$ cat config.mk
export PLATFORM = sky130hd
export DESIGN_NAME = line_pixel_rasterizer_flat
export DESIGN_NICKNAME = d
export VERILOG_FILES = /design/src/hw/rtl/lpr_pkg.sv /design/src/hw/rtl/lpr_if.sv /design/src/hw/rtl/lpr_front.sv /design/src/hw/rtl/lpr_queue.sv /design/src/hw/rtl/lpr_back.sv /design/src/hw/rtl/line_pixel_rasterizer.sv /design/src/flat_wrapper.sv
export SDC_FILE = /design/constraint.sdc
export NUM_CORES = 1
export LEC_CHECK = 0
export BUFFER_PORTS_ARGS = -buffer_cell sky130_fd_sc_hd__buf_2
export CORE_ASPECT_RATIO = 0.6
export CORE_MARGIN = 1
export CORE_UTILIZATION = 50
export CTS_BUF_LIST = sky130_fd_sc_hd__clkbuf_16
export CTS_CLUSTER_DIAMETER = 120
export CTS_CLUSTER_SIZE = 14
export DETAILED_ROUTE_END_ITERATION = 10
export HOLD_SLACK_MARGIN = 0.06
export PLACE_DENSITY = 0.7
export SLEW_MARGIN = 20
export SYNTH_ARGS = -nofsm -noshare
export SYNTH_HDL_FRONTEND = slang
export SYNTH_SLANG_ARGS = --single-unit
$ cat constraint.sdc
create_clock -name clk_i -period 5.3 [get_ports clk_i]
set_clock_uncertainty 0.05 [all_clocks]
set_input_delay 1.59 -clock clk_i [delete_from_list [all_inputs] [get_ports clk_i]]
set_output_delay 1.59 -clock clk_i [all_outputs]
set_load 0.01 [all_outputs]
$ cat src/hw/rtl/lpr_pkg.sv
// lpr_pkg: shared widths, codes, request/command types and helpers for the
// line pixel rasterizer. No dependencies.
`default_nettype none

package lpr_pkg;

  localparam int unsigned COORD_BITS     = 10;
  localparam int unsigned ERR_BITS       = COORD_BITS + 1;
  localparam int unsigned COLOR_BITS     = 16;
  localparam int unsigned QUEUE_DEPTH    = 2;  // power of two
  localparam int unsigned QUEUE_PTR_BITS = $clog2(QUEUE_DEPTH);
  localparam int unsigned QUEUE_CNT_BITS = $clog2(QUEUE_DEPTH + 1);

  typedef logic [COORD_BITS-1:0] coord_t;
  typedef logic [ERR_BITS-1:0]   err_t;
  typedef logic [COLOR_BITS-1:0] color_t;

  typedef enum logic {
    OP_ADVANCE = 1'b0,
    OP_START   = 1'b1
  } op_e;

  typedef enum logic [1:0] {
    DIR_HOLD = 2'd0,
    DIR_INC  = 2'd1,
    DIR_DEC  = 2'd3
  } dir_e;

  // Classified request as it waits in the queue.
  typedef struct packed {
    op_e    op;
    coord_t x_start;
    coord_t y_start;
    coord_t abs_dx;
    coord_t abs_dy;
    dir_e   dir_x;
    dir_e   dir_y;
    coord_t major_len;
    color_t color;
  } cmd_t;

  // One step of a coordinate along its direction, wrapping.
  function automatic coord_t axis_move(coord_t pos, dir_e dir);
    coord_t res;
    unique case (dir)
      DIR_INC: res = pos + coord_t'(1);
      DIR_DEC: res = pos - coord_t'(1);
      default: res = pos;
    endcase
    return res;
  endfunction

endpackage

`default_nettype wire

$ cat src/hw/rtl/lpr_if.sv
// lpr_in_if / lpr_out_if: valid-ready channels of the line pixel rasterizer.
// Depends on lpr_pkg.
`default_nettype none

interface lpr_in_if;
  import lpr_pkg::*;

  logic   valid;
  logic   ready;
  logic   operation;
  coord_t x_start;
  coord_t y_start;
  coord_t x_end;
  coord_t y_end;
  color_t color;

  modport source (
    output valid, operation, x_start, y_start, x_end, y_end, color,
    input  ready
  );
  modport sink (
    input  valid, operation, x_start, y_start, x_end, y_end, color,
    output ready
  );
endinterface

interface lpr_out_if;
  import lpr_pkg::*;

  logic   valid;
  logic   ready;
  coord_t pixel_x;
  coord_t pixel_y;
  color_t pixel_color;
  logic   last_pixel;

  modport source (
    output valid, pixel_x, pixel_y, pixel_color, last_pixel,
    input  ready
  );
  modport sink (
    input  valid, pixel_x, pixel_y, pixel_color, last_pixel,
    output ready
  );
endinterface

`default_nettype wire

$ cat src/hw/rtl/lpr_front.sv
// lpr_front: decodes an incoming request and works out direction, deltas
// and major length for a start. Depends on lpr_pkg.
`default_nettype none

module lpr_front (
  input  logic          operation_i,
  input  lpr_pkg::coord_t x_start_i,
  input  lpr_pkg::coord_t y_start_i,
  input  lpr_pkg::coord_t x_end_i,
  input  lpr_pkg::coord_t y_end_i,
  input  lpr_pkg::color_t color_i,
  output lpr_pkg::cmd_t   cmd_o
);
  import lpr_pkg::*;

  coord_t abs_dx, abs_dy;
  dir_e   dir_x, dir_y;

  always_comb begin
    if (x_end_i > x_start_i) begin
      abs_dx = x_end_i - x_start_i;
      dir_x  = DIR_INC;
    end else if (x_end_i < x_start_i) begin
      abs_dx = x_start_i - x_end_i;
      dir_x  = DIR_DEC;
    end else begin
      abs_dx = '0;
      dir_x  = DIR_HOLD;
    end
  end

  always_comb begin
    if (y_end_i > y_start_i) begin
      abs_dy = y_end_i - y_start_i;
      dir_y  = DIR_INC;
    end else if (y_end_i < y_start_i) begin
      abs_dy = y_start_i - y_end_i;
      dir_y  = DIR_DEC;
    end else begin
      abs_dy = '0;
      dir_y  = DIR_HOLD;
    end
  end

  always_comb begin
    cmd_o.op        = op_e'(operation_i);
    cmd_o.x_start   = x_start_i;
    cmd_o.y_start   = y_start_i;
    cmd_o.abs_dx    = abs_dx;
    cmd_o.abs_dy    = abs_dy;
    cmd_o.dir_x     = dir_x;
    cmd_o.dir_y     = dir_y;
    cmd_o.major_len = (abs_dx > abs_dy) ? abs_dx : abs_dy;
    cmd_o.color     = color_i;
  end

endmodule

`default_nettype wire

$ cat src/hw/rtl/lpr_queue.sv
// lpr_queue: small FIFO of classified requests between front and back.
// Depends on lpr_pkg.
`default_nettype none

module lpr_queue (
  input  logic          clk_i,
  input  logic          rst_ni,
  input  logic          push_valid_i,
  output logic          push_ready_o,
  input  lpr_pkg::cmd_t push_cmd_i,
  output logic          pop_valid_o,
  input  logic          pop_ready_i,
  output lpr_pkg::cmd_t pop_cmd_o
);
  import lpr_pkg::*;

  cmd_t                      mem_q [QUEUE_DEPTH];
  logic [QUEUE_PTR_BITS-1:0] wr_ptr_q, wr_ptr_d;
  logic [QUEUE_PTR_BITS-1:0] rd_ptr_q, rd_ptr_d;
  logic [QUEUE_CNT_BITS-1:0] count_q, count_d;
  logic                      push, pop;

  assign push_ready_o = (count_q != QUEUE_CNT_BITS'(QUEUE_DEPTH));
  assign pop_valid_o  = (count_q != '0);
  assign pop_cmd_o    = mem_q[rd_ptr_q];
  assign push         = push_valid_i && push_ready_o;
  assign pop          = pop_valid_o && pop_ready_i;

  always_comb begin
    wr_ptr_d = push ? wr_ptr_q + QUEUE_PTR_BITS'(1) : wr_ptr_q;
    rd_ptr_d = pop  ? rd_ptr_q + QUEUE_PTR_BITS'(1) : rd_ptr_q;
    count_d  = count_q;
    if (push && !pop) begin
      count_d = count_q + QUEUE_CNT_BITS'(1);
    end else if (pop && !push) begin
      count_d = count_q - QUEUE_CNT_BITS'(1);
    end
  end

  always_ff @(posedge clk_i or negedge rst_ni) begin
    if (!rst_ni) begin
      wr_ptr_q <= '0;
      rd_ptr_q <= '0;
      count_q  <= '0;
    end else begin
      wr_ptr_q <= wr_ptr_d;
      rd_ptr_q <= rd_ptr_d;
      count_q  <= count_d;
    end
  end

  always_ff @(posedge clk_i) begin
    if (push) begin
      mem_q[wr_ptr_q] <= push_cmd_i;
    end
  end

`ifndef SYNTHESIS
  a_count_bound: assert property (@(posedge clk_i) disable iff (!rst_ni)
    count_q <= QUEUE_CNT_BITS'(QUEUE_DEPTH))
    else $error("queue fill beyond depth");
  a_empty_ptrs: assert property (@(posedge clk_i) disable iff (!rst_ni)
    (count_q == '0) |-> (wr_ptr_q == rd_ptr_q))
    else $error("queue empty with pointers apart");
`endif

endmodule

`default_nettype wire

$ cat src/hw/rtl/lpr_back.sv
// lpr_back: line state, per-pixel error accumulator step and output
// register. Depends on lpr_pkg.
`default_nettype none

module lpr_back (
  input  logic            clk_i,
  input  logic            rst_ni,
  input  logic            cmd_valid_i,
  output logic            cmd_ready_o,
  input  lpr_pkg::cmd_t   cmd_i,
  output logic            pix_valid_o,
  input  logic            pix_ready_i,
  output lpr_pkg::coord_t pix_x_o,
  output lpr_pkg::coord_t pix_y_o,
  output lpr_pkg::color_t pix_color_o,
  output logic            pix_last_o
);
  import lpr_pkg::*;

  logic   active_q, active_d;
  coord_t cur_col_q, cur_col_d;
  coord_t cur_row_q, cur_row_d;
  err_t   err_x_q, err_x_d;
  err_t   err_y_q, err_y_d;
  coord_t abs_dx_q, abs_dy_q;
  dir_e   dir_x_q, dir_y_q;
  coord_t major_len_q;
  coord_t step_index_q, step_index_d;
  color_t held_color_q;

  logic   out_valid_q, out_valid_d;
  coord_t out_x_q, out_y_q;
  color_t out_color_q;
  logic   out_last_q;

  logic   pop, start, emit, last;
  coord_t b_col, b_row, b_dx, b_dy, b_major, b_step;
  err_t   b_err_x, b_err_y, sum_x, sum_y, major_ext;
  dir_e   b_dir_x, b_dir_y;
  color_t b_color;

  assign cmd_ready_o = !out_valid_q || pix_ready_i;
  assign pop         = cmd_valid_i && cmd_ready_o;
  assign start       = (cmd_i.op == OP_START);
  assign emit        = pop && (start || active_q);

  // Start requests step from fresh state, advances from the registers.
  always_comb begin
    b_col   = start ? cmd_i.x_start   : cur_col_q;
    b_row   = start ? cmd_i.y_start   : cur_row_q;
    b_err_x = start ? '0              : err_x_q;
    b_err_y = start ? '0              : err_y_q;
    b_dx    = start ? cmd_i.abs_dx    : abs_dx_q;
    b_dy    = start ? cmd_i.abs_dy    : abs_dy_q;
    b_dir_x = start ? cmd_i.dir_x     : dir_x_q;
    b_dir_y = start ? cmd_i.dir_y     : dir_y_q;
    b_major = start ? cmd_i.major_len : major_len_q;
    b_step  = start ? '0              : step_index_q;
    b_color = start ? cmd_i.color     : held_color_q;
  end

  always_comb begin
    last      = (b_step == b_major);
    major_ext = {1'b0, b_major};
    sum_x     = b_err_x + {1'b0, b_dx};
    sum_y     = b_err_y + {1'b0, b_dy};
    err_x_d   = sum_x;
    err_y_d   = sum_y;
    cur_col_d = b_col;
    cur_row_d = b_row;
    if (sum_x > major_ext) begin
      err_x_d   = sum_x - major_ext;
      cur_col_d = axis_move(b_col, b_dir_x);
    end
    if (sum_y > major_ext) begin
      err_y_d   = sum_y - major_ext;
      cur_row_d = axis_move(b_row, b_dir_y);
    end
    step_index_d = b_step + coord_t'(1);
    active_d     = !last;
  end

  always_comb begin
    if (emit) begin
      out_valid_d = 1'b1;
    end else if (pix_ready_i) begin
      out_valid_d = 1'b0;
    end else begin
      out_valid_d = out_valid_q;
    end
  end

  always_ff @(posedge clk_i or negedge rst_ni) begin
    if (!rst_ni) begin
      active_q     <= 1'b0;
      cur_col_q    <= '0;
      cur_row_q    <= '0;
      err_x_q      <= '0;
      err_y_q      <= '0;
      abs_dx_q     <= '0;
      abs_dy_q     <= '0;
      dir_x_q      <= DIR_HOLD;
      dir_y_q      <= DIR_HOLD;
      major_len_q  <= '0;
      step_index_q <= '0;
      held_color_q <= '0;
      out_valid_q  <= 1'b0;
    end else begin
      out_valid_q <= out_valid_d;
      if (emit) begin
        active_q     <= active_d;
        cur_col_q    <= cur_col_d;
        cur_row_q    <= cur_row_d;
        err_x_q      <= err_x_d;
        err_y_q      <= err_y_d;
        abs_dx_q     <= b_dx;
        abs_dy_q     <= b_dy;
        dir_x_q      <= b_dir_x;
        dir_y_q      <= b_dir_y;
        major_len_q  <= b_major;
        step_index_q <= step_index_d;
        held_color_q <= b_color;
      end
    end
  end

  always_ff @(posedge clk_i) begin
    if (emit) begin
      out_x_q     <= b_col;
      out_y_q     <= b_row;
      out_color_q <= b_color;
      out_last_q  <= last;
    end
  end

  assign pix_valid_o = out_valid_q;
  assign pix_x_o     = out_x_q;
  assign pix_y_o     = out_y_q;
  assign pix_color_o = out_color_q;
  assign pix_last_o  = out_last_q;

`ifndef SYNTHESIS
  a_step_bound: assert property (@(posedge clk_i) disable iff (!rst_ni)
    active_q |-> (step_index_q <= major_len_q))
    else $error("step index ran past line length");
  a_err_x_bound: assert property (@(posedge clk_i) disable iff (!rst_ni)
    err_x_q <= {1'b0, major_len_q})
    else $error("x accumulator above distance");
  a_err_y_bound: assert property (@(posedge clk_i) disable iff (!rst_ni)
    err_y_q <= {1'b0, major_len_q})
    else $error("y accumulator above distance");
  a_last_ends: assert property (@(posedge clk_i) disable iff (!rst_ni)
    (emit && last) |=> !active_q)
    else $error("line still active after last pixel");
`endif

endmodule

`default_nettype wire

$ cat src/hw/rtl/line_pixel_rasterizer.sv
// line_pixel_rasterizer: top level, front decode -> request queue -> pixel
// stepper. Depends on lpr_pkg, lpr_if, lpr_front, lpr_queue, lpr_back.
//
//  channel  | dir | handshake       | payload
//  ---------+-----+-----------------+----------------------------------------
//  req_i    | in  | valid / ready   | operation, x/y start, x/y end, color
//  pix_o    | out | valid / ready   | pixel_x, pixel_y, pixel_color, last_pixel
//
// One request per cycle sustained while pix_o does not stall; each start or in-line
// advance yields one pixel in the cycle after it leaves the queue (output register).
// The per-pixel add/compare/subtract on the accumulators sets the rate.
// A 2-deep request queue decouples decode from stepping; req_i.ready drops
// only when the queue is full, i.e. when pix_o stalls long enough.
// Async active-low reset clears the queue, line state and output valid.
`default_nettype none

module line_pixel_rasterizer (
  input  logic       clk_i,
  input  logic       rst_ni,
  lpr_in_if.sink     req_i,
  lpr_out_if.source  pix_o
);
  import lpr_pkg::*;

  cmd_t front_cmd;   // classified request, straight from decode
  cmd_t queue_cmd;   // head of queue
  logic queue_valid;
  logic back_ready;

  // Front: direction, deltas and major length for start requests.
  lpr_front u_front (
    .operation_i (req_i.operation),
    .x_start_i   (req_i.x_start),
    .y_start_i   (req_i.y_start),
    .x_end_i     (req_i.x_end),
    .y_end_i     (req_i.y_end),
    .color_i     (req_i.color),
    .cmd_o       (front_cmd)
  );

  // Queue: lets the input side keep taking requests during output stalls.
  lpr_queue u_queue (
    .clk_i        (clk_i),
    .rst_ni       (rst_ni),
    .push_valid_i (req_i.valid),
    .push_ready_o (req_i.ready),
    .push_cmd_i   (front_cmd),
    .pop_valid_o  (queue_valid),
    .pop_ready_i  (back_ready),
    .pop_cmd_o    (queue_cmd)
  );

  // Back: holds the running line; advances while idle are dropped here.
  lpr_back u_back (
    .clk_i       (clk_i),
    .rst_ni      (rst_ni),
    .cmd_valid_i (queue_valid),
    .cmd_ready_o (back_ready),
    .cmd_i       (queue_cmd),
    .pix_valid_o (pix_o.valid),
    .pix_ready_i (pix_o.ready),
    .pix_x_o     (pix_o.pixel_x),
    .pix_y_o     (pix_o.pixel_y),
    .pix_color_o (pix_o.pixel_color),
    .pix_last_o  (pix_o.last_pixel)
  );

endmodule

`default_nettype wire

$ cat src/flat_wrapper.sv
// flat-port wrapper written by rule: the top's interface ports become plain ports
module line_pixel_rasterizer_flat import lpr_pkg::*;
  (clk_i, rst_ni, req_i_valid, req_i_operation, req_i_x_start, req_i_y_start, req_i_x_end, req_i_y_end, req_i_color, req_i_ready, pix_o_valid, pix_o_pixel_x, pix_o_pixel_y, pix_o_pixel_color, pix_o_last_pixel, pix_o_ready);
  lpr_in_if req_i_i ();
  lpr_out_if pix_o_i ();
  input  logic clk_i;
  input  logic rst_ni;
  input wire logic [$bits(req_i_i.valid)-1:0] req_i_valid;
  input wire logic [$bits(req_i_i.operation)-1:0] req_i_operation;
  input wire logic [$bits(req_i_i.x_start)-1:0] req_i_x_start;
  input wire logic [$bits(req_i_i.y_start)-1:0] req_i_y_start;
  input wire logic [$bits(req_i_i.x_end)-1:0] req_i_x_end;
  input wire logic [$bits(req_i_i.y_end)-1:0] req_i_y_end;
  input wire logic [$bits(req_i_i.color)-1:0] req_i_color;
  output wire logic [$bits(req_i_i.ready)-1:0] req_i_ready;
  output wire logic [$bits(pix_o_i.valid)-1:0] pix_o_valid;
  output wire logic [$bits(pix_o_i.pixel_x)-1:0] pix_o_pixel_x;
  output wire logic [$bits(pix_o_i.pixel_y)-1:0] pix_o_pixel_y;
  output wire logic [$bits(pix_o_i.pixel_color)-1:0] pix_o_pixel_color;
  output wire logic [$bits(pix_o_i.last_pixel)-1:0] pix_o_last_pixel;
  input wire logic [$bits(pix_o_i.ready)-1:0] pix_o_ready;
  assign req_i_i.valid = req_i_valid;
  assign req_i_i.operation = req_i_operation;
  assign req_i_i.x_start = req_i_x_start;
  assign req_i_i.y_start = req_i_y_start;
  assign req_i_i.x_end = req_i_x_end;
  assign req_i_i.y_end = req_i_y_end;
  assign req_i_i.color = req_i_color;
  assign req_i_ready = req_i_i.ready;
  assign pix_o_valid = pix_o_i.valid;
  assign pix_o_pixel_x = pix_o_i.pixel_x;
  assign pix_o_pixel_y = pix_o_i.pixel_y;
  assign pix_o_pixel_color = pix_o_i.pixel_color;
  assign pix_o_last_pixel = pix_o_i.last_pixel;
  assign pix_o_i.ready = pix_o_ready;
  line_pixel_rasterizer u_core (.clk_i(clk_i), .rst_ni(rst_ni), .req_i(req_i_i), .pix_o(pix_o_i));
endmodule
==> out/metrics.yaml <==
floorplan:
  initial_core_util_pct: 51.1
  core.rowCount: 51
  io_pins: 100
  die_y_um: 144
  fp.dieW_um: 238
  core-area_um2: 32700
  die-area_um2: 34200
worst_setup_path:
  cp_cell_sequence: "buf_2 > inv_12 > ha_4 > fa_2 > and2b_1 > o21ai_2 > a21oi_2 > o311ai_4 > nand2_4 > inv_4 > or4_1 > a31o_1 > ha_1 > a21o_1 > a21oi_1 > nor2b_1 > o31ai_1 > a21oi_1 > buf_4 > buf_4 > mux2i_2"
  cp.buffers_inverters: 5
  critical_path_class: "primary input to flop"
  cp_max_fo: 6
  arrival_ns: 5.31
  worstSetupEndpointType: "flop"
  crit_required_ns: 5.52
  critPathMaxStageDelay_ns: 0.50
  slowest_stage: "or4_1"
  crit_path_start_kind: "primary input"
  cp_top_family: "compound AO/OA/AOI/OAI gates"
routing:
  firstDrtPassIters: 7
  drt_iter0_drc: 1077
  remaining_drc_errors: 0
  drt-total-wl_um: 42300
  vias: 12613
  wl_per_cell_um: 18.6
  ant_nets: 0
  vias_per_cell: 5.55
global_route:
  grtUsageMet1_pct: 39.9
  grtUsageMet2_pct: 34.0
  use_met3_pct: 6.45
  grt_pass1_wl_um: 66100
  grt_max_degree: 109
  grt.busiest_layer: "met1"
  grt_pass1_vias: 11784
  antenna_found_initial: 0
  track_usage_pct: 25.1
  overflow: 0
placement:
  dp_hpwl_um: 31800
  port_buffers: 99
  dp_cells: 2222
  place_congestion: 0.930
cts:
  cts.sinks: 287
  clk_path_buf_depth: 3
  clk_pin_slew_ns: 0.07
  cts_hold_buf: 0
  cts_root_buf: "clkbuf_16"
  clock_latency_ns: 0.54
  htree_levels: 1
  tritoncts: "yes"
  cts_buffers: 24
finish:
  drive_gt1_share_pct: 21.6
  area_growth_pct: 18.0
  stdcell_count: 2271
  antennaDiodeCount: 0
  num-nets-final: 1980
timing:
  fin_hold_ws_ns: 0.421
  max_clock_freq_mhz: 196
  drv_slew: 0
  tightestPinTransition_ns: 1.05
  post-route-min-period_ns: 5.09
  slew_headroom_pct: 29.7
  fin_crit_sh_pct: 96.1
  finalSetupViolCount: 0
  hold_violations: 0
yosys:
  yosys.area_share.xor_xnor_pct: 2.52
  synthTopCellsByCount: "edfxtp_1, nand2_1, o21ai_0"
  yosysTopAreaCell: "edfxtp_1"
  synth-compound-area-share_pct: 14.4
  synth_mux_area_share_pct: 10.5
  synth-seq-cells: 287
  synthSimpleGateAreaFrac_pct: 11.1
  synth_edf_count: 179
  syn_avg_cell_area_um2: 10.7
  async_reset_ff_share_pct: 37.6
  yosysMostFrequentCell: "edfxtp_1"
  synth-adder-area-share_pct: 9.14
  netlist.area_leader.share_pct: 32.2
  syn_area_um2: 16700
  synth_ff_type: "edfxtp_1"
  synthTopCellsByArea: "edfxtp_1, dfrtp_1, ha_1"
  yosysSeqAreaShare_pct: 48.4
  ys_types: 83
  syn_inst: 1567
  synth_fp_nets: 1744
  synth_top_family_by_area: "compound AO/OA/AOI/OAI gates"
  synth_warnings: 0
worst_hold_path:
  min_path_type: "flop to flop"
run:
  max_cap_violations: 0
outcome:
  status: "finished clean"
[path summary, 6_finish.rpt]
path	from	to	slack [ns]	depth (start not counted)
max	req_i_y_end[0]	u_core.u_queue.mem_q[0][19]	0.21	21
min	u_core.u_back.err_y_q[0]	u_core.u_back.err_y_q[0]	0.42	2
max in group asynchronous	rst_ni	u_core.u_back.err_x_q[8]	3.57	2
min in group asynchronous	rst_ni	u_core.u_back.cur_col_q[4]	1.00	2
min reg2reg	u_core.u_back.err_y_q[0]	u_core.u_back.err_y_q[0]	0.42	2
max reg2reg	u_core.u_queue.rd_ptr_q	u_core.u_back.cur_row_q[7]	0.24	22
[worst register-to-register path: stages, from the launching register on]
cell,delay (ns)
dfrtp_4,0.51
mux2i_4,0.21
buf_12,0.15
buf_4,0.14
nand2_1,0.05
o21ai_0,0.10
ha_1,0.25
fa_1,0.48
a211oi_4,0.30
o21bai_1,0.12
a21oi_1,0.22
o21ai_0,0.15
xor2_1,0.30
ha_1,0.32
a21o_1,0.19
a21oi_1,0.19
nor3b_1,0.22
buf_4,0.16
o21bai_4,0.08
and2b_2,0.30
buf_12,0.16
mux2i_1,0.18
o21ai_1,0.08
[state kept, by name (all words and copies together), names as in the netlist, 11 cells and up]
signal                      cells
u_core.u_back.pix_color_o      16
u_core.u_back.held_color_q     16
u_core.u_queue.mem_q          142
u_core.u_back.err_x_q          11
u_core.u_back.err_y_q          11
[what timing repair did]
item / in CTS / in global routing
setup endpoints to repair: 0 / 41
buffers inserted: 0 / 5
gates resized for setup: 0 / 17
[placed cells by master, fill, tap and decap left out, drive strengths merged, types with 11 or more instances in the layout]
cell type / n
buf: 269
edfxtp: 179
nand2: 179
o21ai: 175
inv: 119
mux2i: 116
dfrtp: 108
ha: 106
a21oi: 84
nor2: 61
mux2: 53
xnor2: 36
nor3: 31
a21o: 25
clkbuf: 25
nand3: 23
and2: 22
nor2b: 19
o22ai: 15
xor2: 12
o21a: 12
nand2b: 11
o31ai: 11
[routing by layer]
layer / part of all wire (%) / vias to the layer above / wire length, um
li1: - / 6140 / -
met1: 50 / 6052 / 21300
met2: 40 / 386 / 16800
met3: 9.0 / 35 / 3810
met4: 1.1 / 0 / 486
met5: 0 / - / 0
[area by class of cell]
cell class	count	area, um2
Timing Repair Buffer	269	1850
Multi-Input combinational cell	1118	8110
Clock inverter	19	76.3
Tap cell	450	563
Clock buffer	25	626
Fill cell	2676	13000
Inverter	103	407
Sequential cell	287	8080
[kinds of logic (layout without fill, tap and decap cells)]
group / count (synthesis) / in the layout
multiplexers: 169 / 169
adder cells (fa/ha/maj): 116 / 116
AND/OR/NAND/NOR: 396 / 396
AO/OA/AOI/OAI: 389 / 389
buffers and inverters: 162 / 416
flip-flops: 287 / 287
XOR/XNOR: 48 / 48
[metrics by stage]
stage	cell area (um2)	util, %	TNS (ns)	worst slack, ns
detailed placement	18900	57.9	-7.91	-0.422
global placement	18900	57.9	-5.66	-0.310
floorplan	16800	-	-0.452	-0.124
global route	19700	60.3	-0.000675	-0.000675
CTS	19600	60.1	0	0.113
finish	19700	60.3	0	0.209
Power is not shown: default switching activity piles up to over one toggle a cycle in this logic, so the estimate is an artifact.
